$ cat src/rtl/core/ptc_pkg.sv
package ptc_pkg;

   localparam int ROWS    = 128;
   localparam int COLS    = 256;
   localparam int CELLS   = ROWS * COLS;
   localparam int CELL_AW = $clog2(CELLS);

   localparam int PAL_N  = 16;
   localparam int DIST_W = 18;

   localparam logic OP_CONVERT = 1'b0;
   localparam logic OP_CLEAR   = 1'b1;

   typedef logic [3:0]        color_index_type;
   typedef logic [DIST_W-1:0] dist_type;

   typedef struct packed {
      logic       op;
      logic [7:0] red;
      logic [7:0] green;
      logic [7:0] blue;
      logic [6:0] cell_row;
      logic [7:0] cell_col;
   } req_type;

   typedef struct packed {
      logic [7:0] char_code;
      logic       char_changed;
      logic [7:0] color_attr;
      logic       color_changed;
   } rsp_type;

   typedef struct packed {
      logic [7:0] char_code;
      logic [7:0] color_attr;
   } cache_entry_type;

   localparam logic [7:0] RAMP [8] = '{
      8'h20, 8'h2E, 8'h2E, 8'h3A, 8'h22, 8'h2A, 8'h23, 8'h25
   };

   localparam logic [7:0] PAL_RED [PAL_N] = '{
      8'd0,   8'd0,   8'd0,   8'd173, 8'd255, 8'd128, 8'd255, 8'd211,
      8'd128, 8'd135, 8'd50,  8'd0,   8'd255, 8'd255, 8'd210, 8'd255
   };
   localparam logic [7:0] PAL_GREEN [PAL_N] = '{
      8'd0,   8'd0,   8'd255, 8'd216, 8'd0,   8'd0,   8'd255, 8'd211,
      8'd128, 8'd206, 8'd205, 8'd255, 8'd192, 8'd0,   8'd180, 8'd255
   };
   localparam logic [7:0] PAL_BLUE [PAL_N] = '{
      8'd0,   8'd255, 8'd0,   8'd230, 8'd0,   8'd128, 8'd0,   8'd211,
      8'd128, 8'd235, 8'd50,  8'd255, 8'd203, 8'd255, 8'd140, 8'd255
   };

   // floor(sum * 7 / 765) as a count of crossed thresholds
   function automatic logic [2:0] ramp_index(input logic [9:0] sum);
      logic [12:0] s7;
      logic [2:0]  idx;
      s7  = 13'(sum) * 13'd7;
      idx = 3'd0;
      for (int k = 1; k < 8; k++) begin
         if (s7 >= 13'(765 * k)) begin
            idx = idx + 3'd1;
         end
      end
      return idx;
   endfunction

endpackage

$ cat src/rtl/core/ptc_palette_match.sv
module ptc_palette_match (
   input  logic                     clock,
   input  logic                     advance,
   input  logic [7:0]               red,
   input  logic [7:0]               green,
   input  logic [7:0]               blue,
   output ptc_pkg::color_index_type color_index
);
   import ptc_pkg::*;

   function automatic logic [15:0] sq_diff(input logic [7:0] a, input logic [7:0] b);
      logic [7:0] d;
      d = (a > b) ? (a - b) : (b - a);
      return {8'd0, d} * {8'd0, d};
   endfunction

   dist_type        dist_in [PAL_N];
   dist_type        dist_ff [PAL_N];

   color_index_type pair_a [4];
   color_index_type pair_b [4];
   color_index_type grp_idx_in [4];
   color_index_type grp_idx_ff [4];
   dist_type        grp_dist_in [4];
   dist_type        grp_dist_ff [4];

   logic [1:0]      fin_a;
   logic [1:0]      fin_b;
   logic [1:0]      fin_w;

   always_comb begin
      for (int k = 0; k < PAL_N; k++) begin
         dist_in[k] = DIST_W'(sq_diff(PAL_RED[k], red))
                    + DIST_W'(sq_diff(PAL_GREEN[k], green))
                    + DIST_W'(sq_diff(PAL_BLUE[k], blue));
      end
   end

   // 16 -> 4, ties keep the lower index
   always_comb begin
      for (int g = 0; g < 4; g++) begin
         pair_a[g] = color_index_type'(4 * g);
         if (dist_ff[4 * g + 1] < dist_ff[4 * g]) begin
            pair_a[g] = color_index_type'(4 * g + 1);
         end
         pair_b[g] = color_index_type'(4 * g + 2);
         if (dist_ff[4 * g + 3] < dist_ff[4 * g + 2]) begin
            pair_b[g] = color_index_type'(4 * g + 3);
         end
         grp_idx_in[g] = pair_a[g];
         if (dist_ff[pair_b[g]] < dist_ff[pair_a[g]]) begin
            grp_idx_in[g] = pair_b[g];
         end
         grp_dist_in[g] = dist_ff[grp_idx_in[g]];
      end
   end

   always_ff @(posedge clock) begin
      if (advance) begin
         dist_ff     <= dist_in;
         grp_idx_ff  <= grp_idx_in;
         grp_dist_ff <= grp_dist_in;
      end
   end

   // 4 -> 1
   always_comb begin
      fin_a = 2'd0;
      if (grp_dist_ff[1] < grp_dist_ff[0]) begin
         fin_a = 2'd1;
      end
      fin_b = 2'd2;
      if (grp_dist_ff[3] < grp_dist_ff[2]) begin
         fin_b = 2'd3;
      end
      fin_w = fin_a;
      if (grp_dist_ff[fin_b] < grp_dist_ff[fin_a]) begin
         fin_w = fin_b;
      end
      color_index = grp_idx_ff[fin_w];
   end

endmodule

$ cat config.mk
export PLATFORM = sky130hd
export DESIGN_NAME = ptc_palette_match
export DESIGN_NICKNAME = d
export VERILOG_FILES = /design/src/rtl/core/ptc_pkg.sv /design/src/rtl/core/ptc_palette_match.sv
export SDC_FILE = /design/constraint.sdc
export NUM_CORES = 2
export LEC_CHECK = 0
export BUFFER_PORTS_ARGS = -buffer_cell sky130_fd_sc_hd__buf_2
export CAP_MARGIN = 20
export CORE_MARGIN = 3
export CORE_UTILIZATION = 65
export CTS_BUF_LIST = sky130_fd_sc_hd__clkbuf_8
export DETAILED_ROUTE_END_ITERATION = 8
export PLACE_DENSITY_LB_ADDON = 0.05
export REMOVE_ABC_BUFFERS = 1
export SLEW_MARGIN = 20
export SYNTH_ARGS = -nofsm -noshare
export SYNTH_HDL_FRONTEND = slang
export SYNTH_SLANG_ARGS = --single-unit
$ cat constraint.sdc
create_clock -name clock -period 10.32 [get_ports clock]
set_clock_uncertainty 0.2 [all_clocks]
set_input_delay 0.516 -clock clock [delete_from_list [all_inputs] [get_ports clock]]
set_output_delay 0.516 -clock clock [all_outputs]
set_load 0.03 [all_outputs]
==> results.ini <==
[outcome]
outcome=complete, no violations

[routing]
drt_wl_total_mm=240
routedWlPerCell_um=23.5
drt_iter0_drc=5385
drc=0
firstDrtPassIters=6
drt-vias-per-instance=5.86
final_antenna_net_count=0
vias=59700

[global_route]
grt_usage_pct=39.8
grt_pass1_vias=60300
grt_overflow=0
grt_max_degree=171
antenna_found_initial=23
grt_first_pass_wirelength_mm=359

[synthesis]
syn_avg_cell_area_um2=9.06
ys_seq_elements=357
synth_compound_area_share_pct=9.75
synth_warnings=0
async_flop_share_pct=0
synthesis.area_mm2=0.0766
synth_top_family_by_area=adder cells
yosysUniqueCellTypes=89
synth-adder-area-share_pct=46.6
yosysSeqAreaShare_pct=14.0
synth_ff_type=edfxtp_1
postSynthCellCount=8457
synth-simple-area-share_pct=12.0
synth_xor_xnor_area_share_pct=5.93
synth_edf_count=357
synthMuxAreaShare_pct=2.07

[setup_path]
rrSetupSlack_ns=3.82
path_class=in -> reg
cpMostUsedCell=fa_1
worstPathRequired_ns=10.58
critPathMaxFanout=26
r2r_cells=17
slowest_delay_ns=0.80
slowest_stage=xnor2_1
end_kind=flip-flop
timing.rr.start=dist_ff[19]$_DFFE_PP_
worstPathArrival_ns=9.41
worstSetupStartpoint=blue[0]
crit_path_start_kind=primary input
rr_endpoint=grp_dist_ff[10]$_DFFE_PP_

[timing]
finalSetupViolations=0
slew-limit-headroom_pct=19.6
setup_tns_ns=0
fin_crit_sh_pct=88.7
max_freq_mhz=109
rsz0062_at_grt=false
slew_viol_final=0
hold_viol=0
post-route-min-period_ns=9.15
tightest_slew_ns=1.20

[place]
io_buffers=29
dp_hpwl_mm=206
postPlaceCellArea_mm2=0.0797
placed_cells=10100
place_congestion=1.05

[clock_tree]
cts_hold_buf=1
h-tree-depth=3
cts-resized-gates=0
clkLatencyLatePin_ns=0.79
clockRootBuffer=clkbuf_8
clockBufferDepth=3
clkTransAtPathRegs_ns=0.06
cts_sinks=357
cts_tree=built
post_cts_buffers=0
cts_buffers=66

[layout]
fin_cells=10200
area_growth_pct=5.64
drive_gt1_share_pct=5.44
utilization_pct=69.4
design_area_mm2=0.0810
final_nets=10900

[die]
num_rows=125
chipWidth_um=349
die_area_mm2=0.122
num_io_pins=30
start_util_pct=65.7
die_y_um=349
core_area_mm2=0.117

[worst_hold_path]
hold_depth=2
min_path_type=reg -> reg
worstHoldStart=dist_ff[268]$_DFFE_PP_
hold_end=grp_dist_ff[70]$_DFFE_PP_

[job]
maxCapViolCount=0

-- metal layers --
layer	global-route usage, %	wire length, um	vias up
met5	0	140	-
met4	23.7	17600	16
met3	9.32	23300	625
met2	61.8	105000	2498
met1	50.9	93300	28900
li1	-	-	27600
-- stage by stage --
step                      setup WS [ns]  hold WS, ns
after floorplan                   0.664        0.423
after global placement            0.775        0.454
after detailed placement          0.554        0.468
after CTS                          1.38        0.481
after global routing              0.659        0.517
final                              1.17        0.495
-- cell families (layout without fill, tap and decap cells) --
logic type                 Yosys count  after routing
and+or+nand+nor                   2035           2035
muxes                              156            156
xor gates and xnor gates           517            517
AOI/OAI and AO/OA                 1198           1198
other                                2             32
buffers and inverters             1955           2141
DFF                                357            357
adders and majority gates         2237           2237
-- how the worst max path moves through the flow --
stage                     cells past startpoint                      to  slack [ns]
final                                        28  dist_ff[233]$_DFFE_PP_        1.17
after CTS                                    30  dist_ff[143]$_DFFE_PP_        1.38
after global routing                         28  dist_ff[233]$_DFFE_PP_        0.66
after floorplan                              33  dist_ff[143]$_DFFE_PP_        0.66
after global placement                       35  dist_ff[140]$_DFFE_PP_        0.77
after detailed placement                     30  dist_ff[143]$_DFFE_PP_        0.55
-- final cells by class --
type / count / area (um^2)
multi-input combinational: 6166 / 58700
fill: 9396 / 35700
sequential: 357 / 10700
inverter: 1807 / 6780
tap: 1524 / 1910
timing repair buffer: 220 / 1620
clock buffer: 66 / 908
clock inverter: 48 / 349
antenna: 9 / 22.5
-- cells in the final DEF, fill, tap and decap left out, types with 22 or more instances in the layout --
cell      synthesis  layout
buf_2            16      26
a31oi_1          42      40
xor2_1          109     108
mux2i_1         141     141
nand2b_1         82      82
o21a_1           75      75
a21o_1          102     102
and2_1           41      41
clkbuf_8          0      66
a21oi_2          19      22
a21boi_0         23      23
o21ai_0         225     225
nor3_1          155     155
conb_1            2      23
ha_1           1209    1209
or2_2            63      63
a211oi_1         35      35
and3_1           41      41
nand4_1          55      55
o21bai_1         29      29
a21oi_1         458     455
nand2_1         439     439
o211ai_1         28      28
nor2_1          878     877
buf_4             2     190
fa_1           1028    1028
or3_1            52      52
inv_1          1795    1805
xnor2_1         406     401
edfxtp_1        357     357
nand3_1          91      91
nor2b_1          89      89
-- worst max-delay path: cells and delay by family --
| kind | cells | cell delay (ns) |
|---|---|---|
| AND/OR/NAND/NOR | 3 | 0.50 |
| XOR/XNOR | 2 | 0.94 |
| AO/OA/AOI/OAI | 10 | 2.26 |
| buffers and inverters | 4 | 0.73 |
| adder cells (fa/ha/maj) | 9 | 4.45 |
-- registers in the layout, summed over array words and instances (netlist names) --
register / count
grp_dist_ff: 72
grp_idx_ff: 8
dist_ff: 277
-- Yosys cell counts, types with 7 or more instances --
master / count / area (um^2)
nand2b_1: 82 / 513
mux2i_1: 141 / 1410
clkbuf_1: 96 / 360
nor2b_1: 89 / 557
a211o_1: 17 / 149
and2_1: 41 / 257
nand3_1: 91 / 455
a21oi_1: 458 / 2290
o211a_1: 7 / 70.1
a21boi_0: 23 / 173
ha_1: 1209 / 15100
mux2_2: 12 / 135
o41ai_1: 14 / 123
nand2_1: 439 / 1650
o211ai_1: 28 / 210
a41o_1: 7 / 70.1
o21bai_1: 29 / 218
buf_2: 16 / 80.1
o2111ai_1: 7 / 61.3
nor2_1: 878 / 3300
or2_2: 63 / 394
nor2_2: 13 / 81.3
clkinv_1: 8 / 30.0
edfxtp_1: 357 / 10700
fa_1: 1028 / 20600
o21ai_0: 225 / 1130
buf_6: 7 / 78.8
inv_1: 1795 / 6740
and3_1: 41 / 257
buf_1: 26 / 97.6
a31oi_1: 42 / 263
nand4_1: 55 / 344
o21ai_1: 10 / 50.1
nor3_1: 155 / 776
nor4_1: 11 / 68.8
a211oi_1: 35 / 263
a41oi_1: 14 / 123
xnor2_1: 406 / 3560
xor2_1: 109 / 955
o31ai_1: 18 / 135
a21oi_2: 19 / 166
a21o_1: 102 / 766
o21a_1: 75 / 563
or3_1: 52 / 325
Power is left out: the tool's default activity adds up to more than one toggle a clock period on the data nets, which glitch-free logic cannot reach.
